--- config.mk ---
export PLATFORM = sky130hd
export DESIGN_NAME = nhlp_hash
export DESIGN_NICKNAME = d
export VERILOG_FILES = /design/src/rtl/core/nhlp_pkg.sv /design/src/rtl/core/nhlp_hash.sv
export SDC_FILE = /design/constraint.sdc
export NUM_CORES = 1
export LEC_CHECK = 0
export ABC_AREA = 1
export BUFFER_PORTS_ARGS = -buffer_cell sky130_fd_sc_hd__buf_2
export CELL_PAD_IN_SITES_DETAIL_PLACEMENT = 1
export CELL_PAD_IN_SITES_GLOBAL_PLACEMENT = 2
export CORE_UTILIZATION = 35
export CTS_BUF_LIST = sky130_fd_sc_hd__clkbuf_8
export DETAILED_ROUTE_END_ITERATION = 16
export GPL_ROUTABILITY_DRIVEN = 0
export PLACE_DENSITY_LB_ADDON = 0.3
export SKIP_CTS_REPAIR_TIMING = 1
export SYNTH_ARGS = -nofsm -noshare
export SYNTH_HDL_FRONTEND = slang
export SYNTH_SLANG_ARGS = --single-unit
--- constraint.sdc ---
create_clock -name i_clk -period 6.5 [get_ports i_clk]
set_input_delay 1.3 -clock i_clk [delete_from_list [all_inputs] [get_ports i_clk]]
set_output_delay 1.3 -clock i_clk [all_outputs]
set_load 0.05 [all_outputs]
--- src/rtl/core/nhlp_pkg.sv ---
package nhlp_pkg;

    localparam int DEF_MAX_TABLE_LOG2 = 10;
    localparam int MIN_TABLE_LOG2     = 4;
    // wide enough for the largest MAX_TABLE_LOG2 (16)
    localparam int LOG_W  = 5;

    localparam int KIND_W = 2;
    localparam int BYTE_W = 8;
    localparam int SLOT_W = 10;
    localparam int HASH_W = 64;
    localparam int IDX_W  = 10;
    localparam int CNT_W  = 11;
    localparam int CFG_W  = 4;

    localparam logic [HASH_W-1:0] FNV_BASIS = 64'hcbf2_9ce4_8422_2325;
    // FNV-64 prime is 2^40 + 0x1b3
    localparam int                FNV_PRIME_SHIFT = 40;
    localparam logic [8:0]        FNV_PRIME_LO    = 9'h1b3;

    typedef enum logic [KIND_W-1:0] {
        KIND_BYTE  = 2'd0,
        KIND_READ  = 2'd1,
        KIND_CLEAR = 2'd2
    } t_kind;

    localparam logic RES_INSERT = 1'b0;
    localparam logic RES_READ   = 1'b1;

    typedef struct packed {
        logic              step;
        logic              last;
        logic [BYTE_W-1:0] name_byte;
    } t_hash_req;

    typedef struct packed {
        logic              result_kind;
        logic [SLOT_W-1:0] slot;
        logic [HASH_W-1:0] bucket_hash;
        logic [IDX_W-1:0]  entry_index;
        logic              occupied;
        logic              table_full;
    } t_result;

endpackage

--- src/rtl/core/nhlp_hash.sv ---
module nhlp_hash (
    input  logic                          i_clk,
    input  logic                          i_rst_n,
    input  nhlp_pkg::t_hash_req           i_req,
    output logic [nhlp_pkg::HASH_W-1:0]   o_hash
);
    import nhlp_pkg::*;

    logic [HASH_W-1:0] r_running;
    logic [HASH_W-1:0] r_final;
    logic [HASH_W-1:0] mixed;
    logic [HASH_W-1:0] prod_lo;
    logic [HASH_W-1:0] n_hash;

    assign mixed   = r_running ^ {{(HASH_W-BYTE_W){1'b0}}, i_req.name_byte};
    // multiply by the prime as a shift plus a narrow product
    assign prod_lo = mixed * FNV_PRIME_LO;
    assign n_hash  = (mixed << FNV_PRIME_SHIFT) + prod_lo;

    always_ff @(posedge i_clk) begin
        if (!i_rst_n) begin
            r_running <= FNV_BASIS;
        end else if (i_req.step) begin
            r_running <= i_req.last ? FNV_BASIS : n_hash;
        end
    end

    always_ff @(posedge i_clk) begin
        if (i_req.step) begin
            r_final <= n_hash;
        end
    end

    assign o_hash = r_final;

`ifndef ASSERT_OFF
    a_basis_after_last: assert property (@(posedge i_clk) disable iff (!i_rst_n)
        i_req.step && i_req.last |=> r_running == FNV_BASIS)
        else $error("running hash not restored after last byte");
    a_final_tracks: assert property (@(posedge i_clk) disable iff (!i_rst_n)
        i_req.step && !i_req.last |=> r_running == r_final)
        else $error("running hash and final hash diverged");
`endif

endmodule

==> results.txt <==
sequential area share after synthesis -> 17.64%
Post-Syn Area -> 18150 um2
final period utilization -> 89.21%
antenna violations before repair -> 2
post-route cell area -> 19860 um2
ys flop type -> edfxtp_1
Routed WL per cell -> 21.48 um
grt total ovfl -> 0
TritonCTS Buffers -> 17
layout cell share with drive strength beyond 1 -> 6.100%
final hold vios -> 0
Post-DP HPWL -> 60.11 mm
antenna cell count -> 0
Die ar. -> 52780 um2
vias in the first global route -> 16860
distinct cell type count after synthesis -> 35
DR vias/cell -> 4.841
Initial Utilization -> 35.39%
Die Width -> 229.7 um
nets -> 2946
RSZ-0062 raised after global routing -> false
post-synth top area share -> 23.16%
pin slew with the least headroom to its limit -> 948.9 ps
DRC viols -> 0
Syn Nets -> 2859
DRT Pass-1 Iters -> 7
hold endpoint -> r_running[6]
Worst EP arrival -> 6270 ps
clk buf depth -> 2
Reg2Reg Setup Slack -> 920 ps
Setup TNS -> 0 ps
Slew HR -> 36.74%
Worst-path clk slew -> 80 ps
I/O Buffers -> 75
cell taking the most area after synthesis -> fa_1
Die H -> 229.7 um
Max FO, Critical Path -> 5
hold_sp -> r_running[6]
Total Wirelength -> 69.20 mm
synth cell count leaders -> inv_1, nand2_1, fa_1
# setup viols final -> 0
hold depth -> 2
vias post-DR -> 15590
Critical Path RT -> 6970 ps
max-slew violations -> 0
cells after synthesis -> 2441
MaxCap Viol Count -> 0
global-route wire length before repair -> 105.4 mm
gr usage total -> 27.51%
reg-to-reg startpoint -> r_running[38]
Worst R2R End -> r_running[57]
Area growth syn-to-layout -> 9.374%
Async SR Flop Fraction -> 0%
Iter 0 DRT Violations -> 960
syn avg cell area -> 7.437 um2
IO Pins -> 76
fin crit period -> 5799 ps
worst clock skew -> 20.84 ps
Routed Antenna Nets -> 0
Area after DPL -> 19420 um2
Yosys reg bits -> 128
r2r worst-path depth -> 19
Fin Hold WS -> 484.9 ps
CTS root buffer -> clkbuf_8
Core ar. -> 51300 um2
htree depth -> 4
Area contributors post-synth -> fa_1, inv_1, ha_1, nand2_1, edfxtp_1
clk_lat worst skew -> 580 ps
FP Rows -> 83
WS Path Type -> in2reg
crit start category -> input port
status -> complete, no violations
Setup crit end kind -> flip-flop
CTS sink cnt -> 128
HP Class -> reg2reg
most frequent cell after synthesis -> inv_1
number of synthesized flops with an enable pin -> 64
TritonCTS clock tree -> done
Fmax achieved -> 172.5 MHz
Ys Warns -> 0
pin count of the biggest net entering global routing -> 61
[layout by cell type, fill, tap and decap left out, types with 3 or more instances in the layout]
cell type,n
clkbuf_8,18
nor3_1,8
nand4_1,15
o21bai_1,14
nand2_1,647
nand3_2,4
o22ai_1,22
and2_1,16
nor4_1,3
nand3b_1,4
edfxtp_1,64
a21oi_1,98
nand3_1,88
o21ai_0,13
inv_1,718
buf_2,74
nor2_2,9
xor2_2,4
clkinv_2,3
buf_4,16
nand2_2,11
nor2_1,96
fa_1,210
clkinv_4,4
bufinv_16,4
xnor2_1,30
a21o_1,3
dfxtp_1,64
xor2_1,67
ha_1,196
[worst max-delay path: stages]
cell and delay (ps):
buf_2 100, xnor2_1 130, buf_4 170, inv_1 90, ha_1 400, xor2_1 210
ha_1 200, o21bai_1 180, fa_1 510, inv_1 50, fa_1 470, inv_1 50
ha_1 270, ha_1 340, nand2_1 140, nor2_1 230, nand2_1 140, nor2_1 150
nand2_1 70, nand3_1 420, nand3_1 230, nand3_1 160, nand3_1 90, nand2_1 100
nand2_1 60
[per-layer routing]
layer | vias to the layer above | global-route usage, % | part of all wire, %
met1 | 7827 | 37.17 | 47
met3 | 83 | 4.712 | 4.3
li1 | 7393 | - | -
met2 | 289 | 44.16 | 46
met4 | 2 | 9.685 | 3.3
met5 | - | 0 | 0.025
[metrics by stage]
stage          setup slack, ps  util [%]  cells
2_1_floorplan             1059         -   2441
3_3_place_gp             175.3     37.85   3189
3_5_place_dp             112.2     37.85   3189
4_1_cts                  744.9     38.70   3221
5_1_grt                  396.3     38.70   3221
6_report                 701.3     38.70   3221
[sequential cells by signal, indices dropped and copies added, names as in the netlist]
| register | count |
|---|---|
| r_running | 64 |
| o_hash | 64 |
[kinds of logic after synthesis]
| logic type | count (synthesis) | synth area share (%) |
|---|---|---|
| AND/OR/NAND/NOR | 910 | 20.61 |
| buffers and inverters | 741 | 15.34 |
| adder cells (fa/ha/maj) | 406 | 36.67 |
| AO/OA/AOI/OAI | 155 | 4.707 |
| flip-flops | 128 | 17.64 |
| XOR/XNOR | 101 | 5.038 |
[worst max-delay path by stage]
stage,depth (start not counted),from,end
after floorplan,23,i_req[7],o_hash[61]
after global placement,25,i_req[7],r_running[56]
after detailed placement,22,i_req[0],r_running[42]
after CTS,25,i_req[7],r_running[56]
after global routing,26,i_req[7],r_running[56]
final,25,i_req[7],r_running[56]
[cell type report]
type	instances	area, um2
well taps	680	850.8
fillers	6471	31450
clock inverters	14	188.9
clock buffers	18	247.7
repair buffers	90	490.5
flip-flops and latches	128	3203
inverters	719	2700
multi-input cells	1572	12170
Power is not shown: default switching activity piles up to over one toggle a cycle in this logic, so the estimate is an artifact.
